<file path="src/rtl/tib_pkg.sv">
// Shared types and constants for the timestamp interval bucketer.
// Holds the bar mode codes, the calendar date struct and the month length lookup.
// No dependencies; compile this file first.
`timescale 1ns / 1ps
`default_nettype none

package tib_pkg;

    // Bar mode codes as held in the configuration register
    typedef enum logic [3:0] {
        MODE_1MIN  = 4'd0,
        MODE_5MIN  = 4'd1,
        MODE_10MIN = 4'd2,
        MODE_15MIN = 4'd3,
        MODE_30MIN = 4'd4,
        MODE_HOUR  = 4'd5,
        MODE_DAY   = 4'd6,
        MODE_WEEK  = 4'd7,
        MODE_MONTH = 4'd8
    } bucket_mode_t;

    // Calendar date, as produced by the week end block
    typedef struct packed {
        logic [13:0] year;
        logic [3:0]  month;
        logic [4:0]  day;
    } date_t;

    // Days in a month; months outside 1..12 give zero
    function automatic logic [4:0] month_len(input logic [3:0] month, input logic leap);
        logic [4:0] len;
        begin
            case (month)
                4'd1, 4'd3, 4'd5, 4'd7, 4'd8, 4'd10, 4'd12: len = 5'd31;
                4'd4, 4'd6, 4'd9, 4'd11:                    len = 5'd30;
                4'd2:                                        len = leap ? 5'd29 : 5'd28;
                default:                                     len = 5'd0;
            endcase
            return len;
        end
    endfunction

endpackage

`default_nettype wire

</file>
<file path="src/rtl/tib_week_end.sv">
// Sunday end-of-week date for a given date and weekday.
// Steps forward up to six days with month and year rollover.
// Depends on tib_pkg (date_t).
`timescale 1ns / 1ps
`default_nettype none

module tib_week_end (
    input  wire logic [13:0]   year,
    input  wire logic [3:0]    month,
    input  wire logic [4:0]    day,
    input  wire logic [4:0]    mlen,   // length of the current month
    input  wire logic [2:0]    dow,    // 0 = Sunday .. 6 = Saturday
    output tib_pkg::date_t     end_date
);
    import tib_pkg::*;

    logic [2:0] days_left;
    logic [5:0] day_sum;
    logic       wrap;
    logic       dec;

    // Count days up to the coming Sunday
    always_comb
    begin
        days_left = (dow == 3'd0) ? 3'd0 : 3'(3'd7 - dow);
        day_sum   = 6'(day) + 6'(days_left);
        wrap      = (day_sum > 6'(mlen));
        dec       = (month == 4'd12);
    end

    // Roll into the next month, and the next year after December
    always_comb
    begin
        end_date.year  = year;
        end_date.month = month;
        end_date.day   = day_sum[4:0];
        if (wrap)
        begin
            end_date.day   = 5'(day_sum - 6'(mlen));
            end_date.month = dec ? 4'd1 : 4'(month + 4'd1);
            end_date.year  = dec ? 14'(year + 14'd1) : year;
        end
    end

endmodule

`default_nettype wire

</file>
<file path="src/rtl/timestamp_interval_bucketer_unit.sv">
// Timestamp interval bucketer, top level: stream ports, mode register, pipeline.
// Maps a calendar timestamp to the last second of its bar interval.
// Depends on tib_pkg and tib_week_end.
//
// Usage:
//   Input beats arrive on s_tvalid/s_tready/s_tdata, one timestamp per beat.
//   Results leave on m_tvalid/m_tready/m_tdata with m_tuser as the date-valid
//   flag; an invalid date or unused mode gives m_tuser = 0 and zero data.
//   The bar mode is written on cfg_valid/cfg_ready/cfg_data while idle;
//   cfg_ready is always high and the mode is sampled when a beat is taken.
// Pipeline:
//   An input beat passes through three register stages (range checks and
//   divide-by-100, leap year and weekday sum, mod-7 and day check) and then
//   the output register. Throughput is one beat per cycle while m_tready
//   is high; each stage holds its own valid bit.
// Reset and stalls:
//   rst_n clears all valid bits and sets the mode to one-minute bars.
//   When m_tready is low the output beat holds; empty stages upstream keep
//   filling, and s_tready drops only when every stage holds a beat.
`timescale 1ns / 1ps
`default_nettype none

module timestamp_interval_bucketer_unit (
    input  wire logic        clk,
    input  wire logic        rst_n,
    // in_year[13:0], in_month[17:14], in_day[22:18], in_hour[27:23],
    // in_minute[33:28], in_second[39:34]
    input  wire logic [39:0] s_tdata,
    input  wire logic        s_tvalid,
    output logic             s_tready,
    // end_year[13:0], end_month[17:14], end_day[22:18], end_hour[27:23],
    // end_minute[33:28], end_second[39:34]
    output logic [39:0]      m_tdata,
    // date_valid[0]
    output logic             m_tuser,
    output logic             m_tvalid,
    input  wire logic        m_tready,
    // bucket_mode[3:0]
    input  wire logic [3:0]  cfg_data,
    input  wire logic        cfg_valid,
    output logic             cfg_ready
);
    import tib_pkg::*;

    typedef struct packed {
        logic [13:0] year;
        logic [3:0]  month;
        logic [4:0]  day;
        logic [4:0]  hour;
        logic [5:0]  min_end;
        logic [13:0] yy;
        logic [7:0]  y_q100;
        logic [7:0]  yy_q100;
        logic [3:0]  mode;
        logic        ok;
    } st1_t;

    typedef struct packed {
        logic [13:0] year;
        logic [3:0]  month;
        logic [4:0]  day;
        logic [4:0]  hour;
        logic [5:0]  min_end;
        logic [4:0]  mlen;
        logic [14:0] dow_sum;
        logic [3:0]  mode;
        logic        ok;
    } st2_t;

    typedef struct packed {
        logic [13:0] year;
        logic [3:0]  month;
        logic [4:0]  day;
        logic [4:0]  hour;
        logic [5:0]  min_end;
        logic [4:0]  mlen;
        logic [2:0]  dow;
        logic [3:0]  mode;
        logic        ok;
    } st3_t;

    // Mod 7 by octal digit folding (8 is 1 mod 7)
    function automatic logic [2:0] mod7(input logic [14:0] x);
        logic [5:0] s;
        logic [3:0] t;
        begin
            s = 6'(x[2:0]) + 6'(x[5:3]) + 6'(x[8:6]) + 6'(x[11:9]) + 6'(x[14:12]);
            t = 4'(s[2:0]) + 4'(s[5:3]);
            return (t >= 4'd7) ? 3'(t - 4'd7) : t[2:0];
        end
    endfunction

    // Weekday offset per month for the Sunday-based weekday sum
    function automatic logic [2:0] month_offset(input logic [3:0] month);
        logic [2:0] off;
        begin
            case (month)
                4'd1:    off = 3'd0;
                4'd2:    off = 3'd3;
                4'd3:    off = 3'd2;
                4'd4:    off = 3'd5;
                4'd5:    off = 3'd0;
                4'd6:    off = 3'd3;
                4'd7:    off = 3'd5;
                4'd8:    off = 3'd1;
                4'd9:    off = 3'd4;
                4'd10:   off = 3'd6;
                4'd11:   off = 3'd2;
                4'd12:   off = 3'd4;
                default: off = 3'd0;
            endcase
            return off;
        end
    endfunction

    logic [3:0]  mode_reg;
    logic        st1_v_reg, st2_v_reg, st3_v_reg, out_v_reg;
    st1_t        st1_reg, st1_next;
    st2_t        st2_reg, st2_next;
    st3_t        st3_reg, st3_next;
    logic [39:0] out_data_reg, out_data_next;
    logic        out_user_reg, out_user_next;
    logic        out_load, st3_load, st2_load, st1_load;

    // Input field views
    logic [13:0] in_year;
    logic [3:0]  in_month;
    logic [4:0]  in_day;
    logic [4:0]  in_hour;
    logic [5:0]  in_minute;
    logic [5:0]  in_second;

    assign in_year   = s_tdata[13:0];
    assign in_month  = s_tdata[17:14];
    assign in_day    = s_tdata[22:18];
    assign in_hour   = s_tdata[27:23];
    assign in_minute = s_tdata[33:28];
    assign in_second = s_tdata[39:34];

    // Configuration register
    assign cfg_ready = 1'b1;

    always_ff @(posedge clk or negedge rst_n)
    begin
        if (!rst_n)
            mode_reg <= MODE_1MIN;
        else if (cfg_valid && cfg_ready)
            mode_reg <= cfg_data;
    end

    // Stage advance: a stage loads when empty or when its successor loads
    always_comb
    begin
        out_load = !out_v_reg || m_tready;
        st3_load = !st3_v_reg || out_load;
        st2_load = !st2_v_reg || st3_load;
        st1_load = !st1_v_reg || st2_load;
    end

    assign s_tready = st1_load;

    // Stage 1: range checks, bar minute end, divide years by 100
    logic [13:0] yy1;
    logic [26:0] y_prod, yy_prod;
    logic [9:0]  q5_prod;
    logic [3:0]  q5;

    always_comb
    begin
        yy1     = (in_month <= 4'd2) ? 14'(in_year - 14'd1) : in_year;
        y_prod  = 27'(in_year) * 27'd5243;
        yy_prod = 27'(yy1) * 27'd5243;
        q5_prod = 10'(in_minute) * 10'd13;
        q5      = q5_prod[9:6];

        st1_next.year    = in_year;
        st1_next.month   = in_month;
        st1_next.day     = in_day;
        st1_next.hour    = in_hour;
        st1_next.yy      = yy1;
        st1_next.y_q100  = y_prod[26:19];
        st1_next.yy_q100 = yy_prod[26:19];
        st1_next.mode    = mode_reg;
        st1_next.ok      = (in_year >= 14'd1) && (in_year <= 14'd9998) &&
                           (in_month >= 4'd1) && (in_month <= 4'd12) &&
                           (in_hour <= 5'd23) && (in_minute <= 6'd59) &&
                           (in_second <= 6'd59) && (mode_reg <= MODE_MONTH);

        case (mode_reg)
            MODE_1MIN:  st1_next.min_end = in_minute;
            MODE_5MIN:  st1_next.min_end = 6'({q5, 2'b00} + 6'(q5) + 6'd4);
            MODE_10MIN:
            begin
                if (in_minute < 6'd10)      st1_next.min_end = 6'd9;
                else if (in_minute < 6'd20) st1_next.min_end = 6'd19;
                else if (in_minute < 6'd30) st1_next.min_end = 6'd29;
                else if (in_minute < 6'd40) st1_next.min_end = 6'd39;
                else if (in_minute < 6'd50) st1_next.min_end = 6'd49;
                else                        st1_next.min_end = 6'd59;
            end
            MODE_15MIN:
            begin
                if (in_minute < 6'd15)      st1_next.min_end = 6'd14;
                else if (in_minute < 6'd30) st1_next.min_end = 6'd29;
                else if (in_minute < 6'd45) st1_next.min_end = 6'd44;
                else                        st1_next.min_end = 6'd59;
            end
            MODE_30MIN: st1_next.min_end = (in_minute < 6'd30) ? 6'd29 : 6'd59;
            default:    st1_next.min_end = 6'd59;
        endcase
    end

    always_ff @(posedge clk or negedge rst_n)
    begin
        if (!rst_n)
            st1_v_reg <= 1'b0;
        else if (st1_load)
            st1_v_reg <= s_tvalid;
    end

    always_ff @(posedge clk)
    begin
        if (st1_load)
            st1_reg <= st1_next;
    end

    // Stage 2: leap year, month length, weekday sum
    logic [13:0] r100;
    logic        leap;

    always_comb
    begin
        r100 = 14'(st1_reg.year - 14'({st1_reg.y_q100, 6'b0} +
                                      {st1_reg.y_q100, 5'b0} +
                                      {st1_reg.y_q100, 2'b0}));
        leap = ((st1_reg.year[1:0] == 2'd0) && (r100 != 14'd0)) ||
               ((r100 == 14'd0) && (st1_reg.y_q100[1:0] == 2'd0));

        st2_next.year    = st1_reg.year;
        st2_next.month   = st1_reg.month;
        st2_next.day     = st1_reg.day;
        st2_next.hour    = st1_reg.hour;
        st2_next.min_end = st1_reg.min_end;
        st2_next.mode    = st1_reg.mode;
        st2_next.ok      = st1_reg.ok;
        st2_next.mlen    = month_len(st1_reg.month, leap);
        st2_next.dow_sum = 15'(15'(st1_reg.yy) + 15'(st1_reg.yy[13:2]) +
                               15'(st1_reg.yy_q100[7:2]) +
                               15'(month_offset(st1_reg.month)) +
                               15'(st1_reg.day) - 15'(st1_reg.yy_q100));
    end

    always_ff @(posedge clk or negedge rst_n)
    begin
        if (!rst_n)
            st2_v_reg <= 1'b0;
        else if (st2_load)
            st2_v_reg <= st1_v_reg;
    end

    always_ff @(posedge clk)
    begin
        if (st2_load)
            st2_reg <= st2_next;
    end

    // Stage 3: weekday and day-of-month check
    always_comb
    begin
        st3_next.year    = st2_reg.year;
        st3_next.month   = st2_reg.month;
        st3_next.day     = st2_reg.day;
        st3_next.hour    = st2_reg.hour;
        st3_next.min_end = st2_reg.min_end;
        st3_next.mlen    = st2_reg.mlen;
        st3_next.mode    = st2_reg.mode;
        st3_next.dow     = mod7(st2_reg.dow_sum);
        st3_next.ok      = st2_reg.ok && (st2_reg.day != 5'd0) &&
                           (st2_reg.day <= st2_reg.mlen);
    end

    always_ff @(posedge clk or negedge rst_n)
    begin
        if (!rst_n)
            st3_v_reg <= 1'b0;
        else if (st3_load)
            st3_v_reg <= st2_v_reg;
    end

    always_ff @(posedge clk)
    begin
        if (st3_load)
            st3_reg <= st3_next;
    end

    // Stage 4: week end date and final select into the output register
    date_t week_date;

    tib_week_end u_week_end (
        .year     (st3_reg.year),
        .month    (st3_reg.month),
        .day      (st3_reg.day),
        .mlen     (st3_reg.mlen),
        .dow      (st3_reg.dow),
        .end_date (week_date)
    );

    logic [13:0] ey;
    logic [3:0]  em;
    logic [4:0]  ed;
    logic [4:0]  eh;
    logic [5:0]  emi;

    always_comb
    begin
        ey  = st3_reg.year;
        em  = st3_reg.month;
        ed  = st3_reg.day;
        eh  = 5'd23;
        emi = 6'd59;
        case (st3_reg.mode)
            MODE_1MIN, MODE_5MIN, MODE_10MIN, MODE_15MIN, MODE_30MIN, MODE_HOUR:
            begin
                eh  = st3_reg.hour;
                emi = st3_reg.min_end;
            end
            MODE_WEEK:
            begin
                ey = week_date.year;
                em = week_date.month;
                ed = week_date.day;
            end
            MODE_MONTH: ed = st3_reg.mlen;
            default:    ed = st3_reg.day;
        endcase

        out_user_next = st3_reg.ok;
        out_data_next = st3_reg.ok ? {6'd59, emi, eh, ed, em, ey} : 40'd0;
    end

    always_ff @(posedge clk or negedge rst_n)
    begin
        if (!rst_n)
            out_v_reg <= 1'b0;
        else if (out_load)
            out_v_reg <= st3_v_reg;
    end

    always_ff @(posedge clk)
    begin
        if (out_load)
        begin
            out_data_reg <= out_data_next;
            out_user_reg <= out_user_next;
        end
    end

    assign m_tvalid = out_v_reg;
    assign m_tdata  = out_data_reg;
    assign m_tuser  = out_user_reg;

`ifndef SYNTHESIS
    // An empty output register means the whole pipe can take a beat
    a_ready_when_empty: assert property (@(posedge clk) disable iff (!rst_n)
        !m_tvalid |-> s_tready)
        else $error("s_tready low with empty output register");

    // Invalid results carry all-zero data
    a_invalid_zero: assert property (@(posedge clk) disable iff (!rst_n)
        (m_tvalid && !m_tuser) |-> (m_tdata == 40'd0))
        else $error("invalid result with nonzero data");

    // Valid results end on second 59 with a real month and day
    a_valid_fields: assert property (@(posedge clk) disable iff (!rst_n)
        (m_tvalid && m_tuser) |-> ((m_tdata[39:34] == 6'd59) &&
                                   (m_tdata[17:14] >= 4'd1) &&
                                   (m_tdata[17:14] <= 4'd12) &&
                                   (m_tdata[22:18] != 5'd0)))
        else $error("valid result with malformed end fields");

    // A beat in stage three moves out once the output register drains
    a_pipe_advance: assert property (@(posedge clk) disable iff (!rst_n)
        (st3_v_reg && !m_tvalid) |=> m_tvalid)
        else $error("stage three beat did not reach the output register");
`endif

endmodule

`default_nettype wire
</file>
<file path="config.mk">
export PLATFORM = sky130hd
export DESIGN_NAME = timestamp_interval_bucketer_unit
export DESIGN_NICKNAME = d
export VERILOG_FILES = /design/src/rtl/tib_pkg.sv /design/src/rtl/tib_week_end.sv /design/src/rtl/timestamp_interval_bucketer_unit.sv
export SDC_FILE = /design/constraint.sdc
export NUM_CORES = 1
export LEC_CHECK = 0
export BUFFER_PORTS_ARGS = -buffer_cell sky130_fd_sc_hd__buf_2
export CAP_MARGIN = 15
export CORE_MARGIN = 3
export CORE_UTILIZATION = 25
export CTS_BUF_LIST = sky130_fd_sc_hd__clkbuf_2
export DETAILED_ROUTE_END_ITERATION = 7
export GPL_ROUTABILITY_DRIVEN = 0
export PLACE_DENSITY = 0.46
export SYNTH_ARGS = -nofsm -noshare
export SYNTH_HDL_FRONTEND = slang
export SYNTH_SLANG_ARGS = --single-unit
</file>
<file path="constraint.sdc">
create_clock -name clk -period 4.9 [get_ports clk]
set_input_delay 0.245 -clock clk [delete_from_list [all_inputs] [get_ports clk]]
set_output_delay 0.245 -clock clk [all_outputs]
set_load 0.03 [all_outputs]
</file>
==> results.toml <==
[floorplan]
io_pins = 93
initial_core_util_pct = 25.4
core_sq_um = 74800
rows = 100
die_h_um = 282
die_area_sq_um = 79400
die_w_um = 282

[cells_and_area]
seqCellArea_sq_um = 6450
stdcell_area_sq_um = 23400
instances_no_fill = 3033
layout-drive-gt1-share_pct = 21.3
multi_input_area_sq_um = 11600
final_net_count = 2563
largest_reg_flops = 69
area_delta_synth_final_pct = 23.0
finalCoreUtilization_pct = 31.2
fillers = 7705

[critical_path]
cp.required_ns = 5.48
worst_setup_path_end_kind = "flop"
critPathLaunchType = "input port"
arrival_ns = 5.58
crit_fanout = 5
critPathKind = "input port to flop"

[route]
drc = 0
vias = 12800
first_iter_violations = 449
vias_per_cell = 4.21
wire_per_inst_um = 14.3
firstDrtPassIters = 6
antenna_left = 0
finalWirelength_um = 43500

[synth]
synth_fp_nets = 2217
synth_top_area_share_pct = 32.5
async_reset_ff_share_pct = 3.69
synthCells = 1674
yosys.area.top_type = "edfxtp_1"
ys_ff_latch = 217
synth.distinct_cells = 81
ys_seq_area_share_pct = 33.9
yosysWarningCount = 0
synth-edff-count = 206
synth_area_sq_um = 19000
syn_avg_cell_area_sq_um = 11.4
synth_area_leaders = "edfxtp_1, ha_1, fa_1"
synth_flop_cell = "edfxtp_1"

[pwr]
p_per_area_nw_per_um2 = 654
p_clk_share_pct = 7.8
combPwrFrac_pct = 71.9
swShare_pct = 43.9
p_int_mw = 8.57
p_switching_mw = 6.71
p_leak_nw = 11.0
ir_drop_mv = 1.03
seq_power_share_pct = 20.3

[clock_tree]
clk_latency_ns = 0.86
htree_levels = 2
clk_pin_slew_ns = 0.09
clk_path_buf_depth = 3
ctsRootBufferMaster = "clkbuf_2"
cts_made_buffers = 54
cts_sinks = 217
cts_tree = "done"

[global_route]
grt_pass1_vias = 13900
grt_max_degree = 59
grt_pass1_wl_um = 71800
grt_util_all_layers_pct = 11.3
antenna_found_initial = 3
grt_overflow_total = 0

[sta]
holdWs_ns = 0.151
rsz0062_at_grt = "yes"
period_needed_ns = 5.00
setup_viol = 6
layout_setup_ws_ns = -0.0969
hold_violations = 0
slew_viol_final = 0
max_slew_margin_pct = 35.2
fin_skew_ns = 0.0476
tightest_slew_ns = 0.970
max_freq_mhz = 200
fin_setup_tns_ns = -0.354
fin_crit_sh_pct = 102

[place]
port_buffers = 88
dpl.hpwl_um = 36200
dp.cells = 2860
post_dp_cell_area_sq_um = 21900

[outcome]
violations = "negative setup slack"
run_status = "finished with violations"

[flow_run]
drv_cap = 0

[hold_path]
hp-class = "input port to flop"
final timing paths:
kind | from | endpoint | slack [ns] | cells after the start
worst max-delay path | s_tdata[2] | st1_reg[11]$_DFFE_PP_ | -0.1 | 24
worst min-delay path | s_tdata[20] | st1_reg[48]$_DFFE_PP_ | 0.15 | 2
worst max register to register | st2_reg[6]$_DFFE_PP_ | st3_reg[6]$_DFFE_PP_ | 0.29 | 13
worst min register to register | st2_reg[55]$_DFFE_PP_ | st3_reg[43]$_DFFE_PP_ | 0.41 | 0
max in group asynchronous | rst_n | m_tvalid$_DFFE_PN0P_ | 4.24 | 3
min in group asynchronous | rst_n | mode_reg[3]$_DFFE_PN0P_ | 0.37 | 3
Yosys cell counts, types with 5 or more instances:
cell type / count
inv_1: 363
ha_1: 324
edfxtp_1: 206
fa_1: 170
a21oi_1: 81
nand2_1: 68
nor2_1: 59
xnor2_1: 46
o21ai_0: 42
nand3_1: 26
a21o_1: 25
xor2_1: 17
nand2b_1: 13
nor3_1: 12
a31oi_1: 11
and3_1: 10
nand4_1: 10
nor2b_1: 10
o21a_1: 10
or3_1: 10
mux2i_1: 9
o31ai_1: 9
a211oi_1: 8
dfrtp_1: 8
or4_1: 8
buf_4: 7
nor4_1: 7
or2_2: 7
clkbuf_1: 6
o211ai_1: 6
mux2_2: 5
per-layer routing:
layer	GRT usage, %	up-vias	wire (um)
met5	0	-	17
met4	2.65	2	698
met3	1.39	46	1210
met2	20.6	157	21800
met1	14.3	6168	19700
li1	-	6410	-
per-stage QoR:
step / total power, mW / setup slack, ns
final: 15.3 / -0.0969
after global routing: 17.3 / -0.210
after CTS: 15.4 / 0.00658
after detailed placement: 13.9 / -1.05
after global placement: 13.6 / -0.975
after floorplan: 11.2 / -0.608
power by group through the flow:
stage | clock [mW] | sequential [mW] | combinational (mW)
after floorplan | 0 | 3.18 | 8.03
after global placement | 0 | 3.15 | 10.5
after detailed placement | 0 | 3.16 | 10.7
after CTS | 1.29 | 3.12 | 11.0
after global routing | 1.38 | 3.14 | 12.7
final | 1.20 | 3.10 | 11.0
kinds of logic after synthesis:
kind of cell               synth area share (%)
AOI/OAI and AO/OA                          8.34
xor gates and xnor gates                   3.16
adders and majority gates                  39.2
buffers and inverters                      7.71
DFF                                        33.9
muxes                                     0.770
other                                    0.0395
and+or+nand+nor                            6.83
final cells by class:
class	instances	share of cell area (%)
Timing Repair Buffer	307	9.68
Clock buffer	70	1.50
Multi-Input combinational cell	1076	49.4
Tap cell	969	5.19
Sequential cell	217	27.6
Antenna cell	2	0.0214
Clock inverter	28	0.664
Inverter	364	5.93
critical path, stage by stage:
cell and delay [ns]:
buf_8 0.10, clkinvlp_4 0.13, buf_4 0.13, ha_1 0.15
o21ai_2 0.08, a21o_1 0.20, a21boi_2 0.20, nand3_2 0.15
xnor2_4 0.25, ha_4 0.24, fa_1 0.59, fa_1 0.45
fa_1 0.50, inv_1 0.05, fa_1 0.53, inv_2 0.05
ha_4 0.21, a21o_1 0.18, a21o_1 0.15, a221o_1 0.37
o2111ai_2 0.21, nand3b_1 0.16, a21oi_2 0.16, xnor2_1 0.08
layout by cell type (no fill, tap or decap), types with 9 or more instances in the layout:
master,count
inv_1,346
ha_1,307
edfxtp_1,206
fa_1,169
buf_4,161
buf_2,85
a21oi_1,74
clkbuf_2,70
nand2_1,65
dlygate4sd3_1,56
nor2_1,53
xnor2_1,39
o21ai_0,36
a21o_1,25
nand3_1,23
xor2_1,16
ha_4,14
clkinv_1,14
nand2b_1,13
inv_2,12
nor3_1,12
clkinv_2,11
o21a_1,10
nand4_1,10
a31oi_1,10
and3_1,10
or3_1,10
mux2i_1,9
o31ai_1,9
what timing repair did:
action / in CTS / in global routing
resized for setup: 13 / 43
hold buffers: 56 / 0
pin swaps: 27 / 52
setup endpoints to repair: 4 / 9
endpoints found under the hold margin: 51 / 0
cloned: 0 / 0
buffers inserted: 11 / 6
No activity file was read; power rests on OpenSTA's default activity.
